[config.mk]
export PLATFORM = sky130hd
export DESIGN_NAME = dbpf_ptrs
export DESIGN_NICKNAME = d
export VERILOG_FILES = /design/src/rtl/core/dbpf_pkg.sv /design/src/rtl/core/dbpf_ptrs.sv
export SDC_FILE = /design/constraint.sdc
export NUM_CORES = 1
export LEC_CHECK = 0
export BUFFER_PORTS_ARGS = -buffer_cell sky130_fd_sc_hd__buf_2
export CELL_PAD_IN_SITES_DETAIL_PLACEMENT = 1
export CELL_PAD_IN_SITES_GLOBAL_PLACEMENT = 1
export CORE_MARGIN = 5
export CORE_UTILIZATION = 30
export DETAILED_ROUTE_END_ITERATION = 10
export GPL_ROUTABILITY_DRIVEN = 0
export GPL_TIMING_DRIVEN = 1
export PLACE_DENSITY_LB_ADDON = 0.1
export SYNTH_ARGS = -nofsm -noshare
export SYNTH_HDL_FRONTEND = slang
export SYNTH_SLANG_ARGS = --single-unit
[constraint.sdc]
create_clock -name clk -period 7.5 [get_ports clk]
set_clock_uncertainty 0.05 [all_clocks]
set_input_delay 1.5 -clock clk [delete_from_list [all_inputs] [get_ports clk]]
set_output_delay 1.5 -clock clk [all_outputs]
set_load 0.05 [all_outputs]
[src/rtl/core/dbpf_pkg.sv]
package dbpf_pkg;

    localparam int EVENT_BITS     = 3;
    localparam int BANK0_PTR_BITS = 4;
    localparam int BANK1_PTR_BITS = 4;
    localparam int PAYLOAD_BITS   = 64;

    localparam int NUM_EVENTS      = 1 << EVENT_BITS;
    localparam int BANK0_ADDR_BITS = EVENT_BITS + BANK0_PTR_BITS;
    localparam int BANK1_ADDR_BITS = EVENT_BITS + BANK1_PTR_BITS;
    localparam int BANK0_DEPTH     = 1 << BANK0_ADDR_BITS;
    localparam int BANK1_DEPTH     = 1 << BANK1_ADDR_BITS;

    typedef logic [EVENT_BITS-1:0]      event_t;
    typedef logic [PAYLOAD_BITS-1:0]    payload_t;
    typedef logic [BANK0_PTR_BITS-1:0]  ptr0_t;
    typedef logic [BANK1_PTR_BITS-1:0]  ptr1_t;
    typedef logic [BANK0_ADDR_BITS-1:0] addr0_t;
    typedef logic [BANK1_ADDR_BITS-1:0] addr1_t;

    typedef struct packed {
        logic     put0_valid;
        event_t   put0_event;
        payload_t put0_payload;
        logic     put1_valid;
        event_t   put1_event;
        payload_t put1_payload;
        logic     take_enable;
        event_t   take_event;
    } item_t;

    typedef struct packed {
        logic   rd_en0;
        addr0_t rd_addr0;
        logic   rd_en1;
        addr1_t rd_addr1;
        logic   wr_en0;
        addr0_t wr_addr0;
        logic   wr_en1;
        addr1_t wr_addr1;
        logic   hit;
        logic   bank;
        logic   full0;
        logic   full1;
    } ctrl_t;

endpackage

[src/rtl/core/dbpf_ptrs.sv]
module dbpf_ptrs (
    input  logic           clk,
    input  logic           rst_n,
    input  logic           item_valid,
    input  dbpf_pkg::item_t item,
    output dbpf_pkg::ctrl_t ctrl
);

    dbpf_pkg::ptr0_t rd0_reg [dbpf_pkg::NUM_EVENTS];
    dbpf_pkg::ptr0_t wr0_reg [dbpf_pkg::NUM_EVENTS];
    dbpf_pkg::ptr1_t rd1_reg [dbpf_pkg::NUM_EVENTS];
    dbpf_pkg::ptr1_t wr1_reg [dbpf_pkg::NUM_EVENTS];

    dbpf_pkg::ptr0_t take_rd0;
    dbpf_pkg::ptr0_t take_wr0;
    dbpf_pkg::ptr1_t take_rd1;
    dbpf_pkg::ptr1_t take_wr1;
    dbpf_pkg::ptr0_t put_wr0;
    dbpf_pkg::ptr0_t put_nx0;
    dbpf_pkg::ptr1_t put_wr1;
    dbpf_pkg::ptr1_t put_nx1;
    logic            hit0;
    logic            hit1;
    logic            full0;
    logic            full1;
    logic            wr_en0;
    logic            wr_en1;

    always_comb
    begin
        take_rd0 = rd0_reg[item.take_event];
        take_wr0 = wr0_reg[item.take_event];
        take_rd1 = rd1_reg[item.take_event];
        take_wr1 = wr1_reg[item.take_event];
        put_wr0  = wr0_reg[item.put0_event];
        put_wr1  = wr1_reg[item.put1_event];
        put_nx0  = dbpf_pkg::ptr0_t'(put_wr0 + 1'b1);
        put_nx1  = dbpf_pkg::ptr1_t'(put_wr1 + 1'b1);
        full0    = (put_nx0 == rd0_reg[item.put0_event]);
        full1    = (put_nx1 == rd1_reg[item.put1_event]);
        hit0     = item_valid && item.take_enable && (take_rd0 != take_wr0);
        hit1     = item_valid && item.take_enable && !hit0 && (take_rd1 != take_wr1);
        wr_en0   = item_valid && item.put0_valid && !full0;
        wr_en1   = item_valid && item.put1_valid && !full1;

        ctrl.rd_en0   = hit0;
        ctrl.rd_addr0 = {item.take_event, take_rd0};
        ctrl.rd_en1   = hit1;
        ctrl.rd_addr1 = {item.take_event, take_rd1};
        ctrl.wr_en0   = wr_en0;
        ctrl.wr_addr0 = {item.put0_event, put_wr0};
        ctrl.wr_en1   = wr_en1;
        ctrl.wr_addr1 = {item.put1_event, put_wr1};
        ctrl.hit      = hit0 || hit1;
        ctrl.bank     = hit1;
        ctrl.full0    = full0;
        ctrl.full1    = full1;
    end

    always_ff @(posedge clk or negedge rst_n)
    begin
        if (!rst_n)
        begin
            for (int i = 0; i < dbpf_pkg::NUM_EVENTS; i++)
            begin
                rd0_reg[i] <= '0;
                wr0_reg[i] <= '0;
                rd1_reg[i] <= '0;
                wr1_reg[i] <= '0;
            end
        end
        else
        begin
            if (hit0)
            begin
                rd0_reg[item.take_event] <= dbpf_pkg::ptr0_t'(take_rd0 + 1'b1);
            end
            if (hit1)
            begin
                rd1_reg[item.take_event] <= dbpf_pkg::ptr1_t'(take_rd1 + 1'b1);
            end
            if (wr_en0)
            begin
                wr0_reg[item.put0_event] <= put_nx0;
            end
            if (wr_en1)
            begin
                wr1_reg[item.put1_event] <= put_nx1;
            end
        end
    end

endmodule

==> results.cfg <==
[timing]
period_needed_ps = 6270
period_share = 0.836
setup_viol = 0
fmax_ghz = 0.159
final_max_slew_viol_count = 0
finalSetupTns_ps = 0
hold_ws_ps = 475
hold_viol_final = 0
rsz0062_at_grt = no
relSlewSlack = 0.409
tightestPinTransition_ps = 886

[synthesis]
ys_types = 64
synth_compound_area_frac = 0.0905
synthesis.area_sq_mm = 0.00788
synthXorXnorAreaFrac = 0.0249
synth_most_common_cell = dfrtp_1
synthArstFlopShare = 1.00
synth_edf_count = 0
ys_ff_latch = 128
yosysWarnings = 0
synth_top_area_share = 0.407
syn_avg_cell_area_sq_um = 12.5
yosys.area_share.simple = 0.0923
synth_mux_area_frac = 0.327
synth_ff_type = dfrtp_1
postSynthCellCount = 628
yosysSeqAreaShare = 0.407
synth_top_family_by_area = multiplexers
ys_top_cells_by_area = dfrtp_1 (41%), mux2_2 (18%), mux4_2 (7.4%)
synth_adder_area_share = 0.00635
synth_nets = 775
yosys.area.top_type = dfrtp_1
synth_commonest_cells = dfrtp_1 (128), mux2_2 (127), nand2_1 (28)

[grt]
grt_pass1_vias = 6053
grt_antenna_before_repair = 0
grt.overflow.total = 0
grt_pass1_wl_mm = 39.0
track_usage = 0.177
grt_max_degree = 66

[critical_path]
worst-path-stages = 9
slowest_delay_ps = 600
r2r_slack_ps = 4090
path_class = input pin to output port
critPathTopFamily = buffers and inverters
cp-startpoint = item[138]
reg2regPathDepth = 9
worst_path_max_delay_cell = buf_2
cp.buffers_inverters = 3
arrival_ps = 4720
end_kind = output port
cp-start-kind = input pin
crit_required_ps = 5950
critPathMaxFanout = 31
cp_cell_sequence = buf_2 -> mux4_2 -> mux2i_1 -> inv_1 -> ha_1 -> xnor2_2 -> o21ai_1 -> a211oi_4 -> buf_2
setup.worst_path.end = ctrl[1]
crit_top_cell = buf_2
r2r-start = wr1_reg[0]$_DFFE_PN0P_
r2r_end = wr1_reg[5]$_DFFE_PN0P_

[clocking]
clock-root-buffer = clkbuf_16
htreeDepth = 4
post_cts_resized = 0
clkLatencyLatePin_ps = 430
hold_buffers = 0
cts.sinks = 128
cts_tree = done
cts_buffer_depth = 2
numCtsBuffers = 17
postCtsSetupBuffers = 0
clkSlewWorstSetupHoldPaths_ps = 60

[final_layout]
diodes = 0
area_delta_synth_final_pct = 12.9
nets = 800
design_area_sq_mm = 0.00889
final_util = 0.342
drive_gt1_frac = 0.435

[die]
ios = 179
coreArea_sq_mm = 0.0260
die_area_sq_mm = 0.0296
die_w_um = 172
die_h_um = 172
initial_utilization = 0.303
rows = 59

[place]
dp_hpwl_mm = 18.1
port_buffers = 50
placed_cell_area_sq_mm = 0.00829

[run]
cap_viol_max_count = 0

[drt]
vias_per_cell = 5.45
first_pass_iters = 5
drt_iter0_drc = 273
vias = 5457
wire_per_inst_um = 25.4
routed_wl_mm = 25.4
drtAntennaViolNets = 0
drc = 0

[status]
status = completed

[power]
powerDensity_mw_per_mm2 = 368
power_leakage_nw = 4.02
ir_drop_mv = 0.228

[min_path]
worstHoldPathType = flop to flop
-- worst reg2reg max path, stage by stage (launching register included) --
cell and delay [ps]:
dfrtp_1 390, mux4_2 460, mux2i_1 200, inv_1 130
ha_1 430, xor2_1 210, and2_1 240, o32ai_2 410
nand3_1 360, mux2_2 400
-- power breakdown --
| part | switching, mW | leakage (nW) | total (mW) | internal (mW) |
|---|---|---|---|---|
| combinational | 0.698 | 2.07 | 1.26 | 0.564 |
| sequential | 0.207 | 1.66 | 1.15 | 0.945 |
| clock | 0.330 | 0.284 | 0.860 | 0.530 |
-- cells in the final DEF (no fill, tap or decap), drive strengths merged, types with 3 or more instances in the layout --
cell type    n
nor3         8
a22oi       21
nor3b        5
and2         7
and3b        3
o22a         3
clkbuf      18
nand3        6
ha           4
nor2b       13
or4b         4
o211ai       5
xnor2       10
mux4        26
o21ai        9
buf         63
and3         5
bufinv       3
nor2        18
a32oi        3
mux2i       26
a31oi        3
dfrtp      128
nand4        9
a221oi      19
nand2       35
clkinv       6
inv         15
xor2         9
clkinvlp     5
o22ai        4
mux2       148
-- cell type report --
type | count | area, sq um
tap | 335 | 419
sequential | 128 | 3200
timing repair buffer | 63 | 350
clock inverter | 14 | 165
clock buffer | 18 | 439
multi-input combinational | 428 | 4260
inverter | 15 | 56.3
fill | 2807 | 17100
-- how the worst min path moves through the flow --
stage	start	endpoint	depth (start not counted)
floorplan	rd1_reg[10]$_DFFE_PN0P_	rd1_reg[10]$_DFFE_PN0P_	1
global placement	rd1_reg[10]$_DFFE_PN0P_	rd1_reg[10]$_DFFE_PN0P_	1
detailed placement	wr0_reg[29]$_DFFE_PN0P_	wr0_reg[29]$_DFFE_PN0P_	1
CTS	rd1_reg[0]$_DFFE_PN0P_	rd1_reg[0]$_DFFE_PN0P_	1
global route	rd0_reg[10]$_DFFE_PN0P_	rd0_reg[10]$_DFFE_PN0P_	1
finish	rd1_reg[10]$_DFFE_PN0P_	rd1_reg[10]$_DFFE_PN0P_	1
-- per-layer routing --
metal  wire (um)  up-vias  global-route usage
met5           0        -                   0
met4         475        0              0.0530
met3         964       27              0.0354
met2       12300      129               0.288
met1       11600     2887               0.239
li1            -     2414                   -
-- logic make-up (layout without fill, tap and decap cells) --
kind of cell	count (synthesis)	in the layout
adders and majority gates	4	4
AOI/OAI and AO/OA	84	84
buffers and inverters	72	110
and+or+nand+nor	120	120
xor gates and xnor gates	20	20
muxes	200	200
DFF	128	128
-- through the flow --
stage | power, mW | std cells | worst slack [ps]
after global placement | 2.39 | 969 | 1160
after detailed placement | 2.44 | 969 | 1190
after CTS | 3.32 | 1001 | 1180
after floorplan | 2.08 | 628 | 1480
after global routing | 3.46 | 1001 | 1040
final | 3.27 | 1001 | 1230
Power figures use the tool's default switching activity.
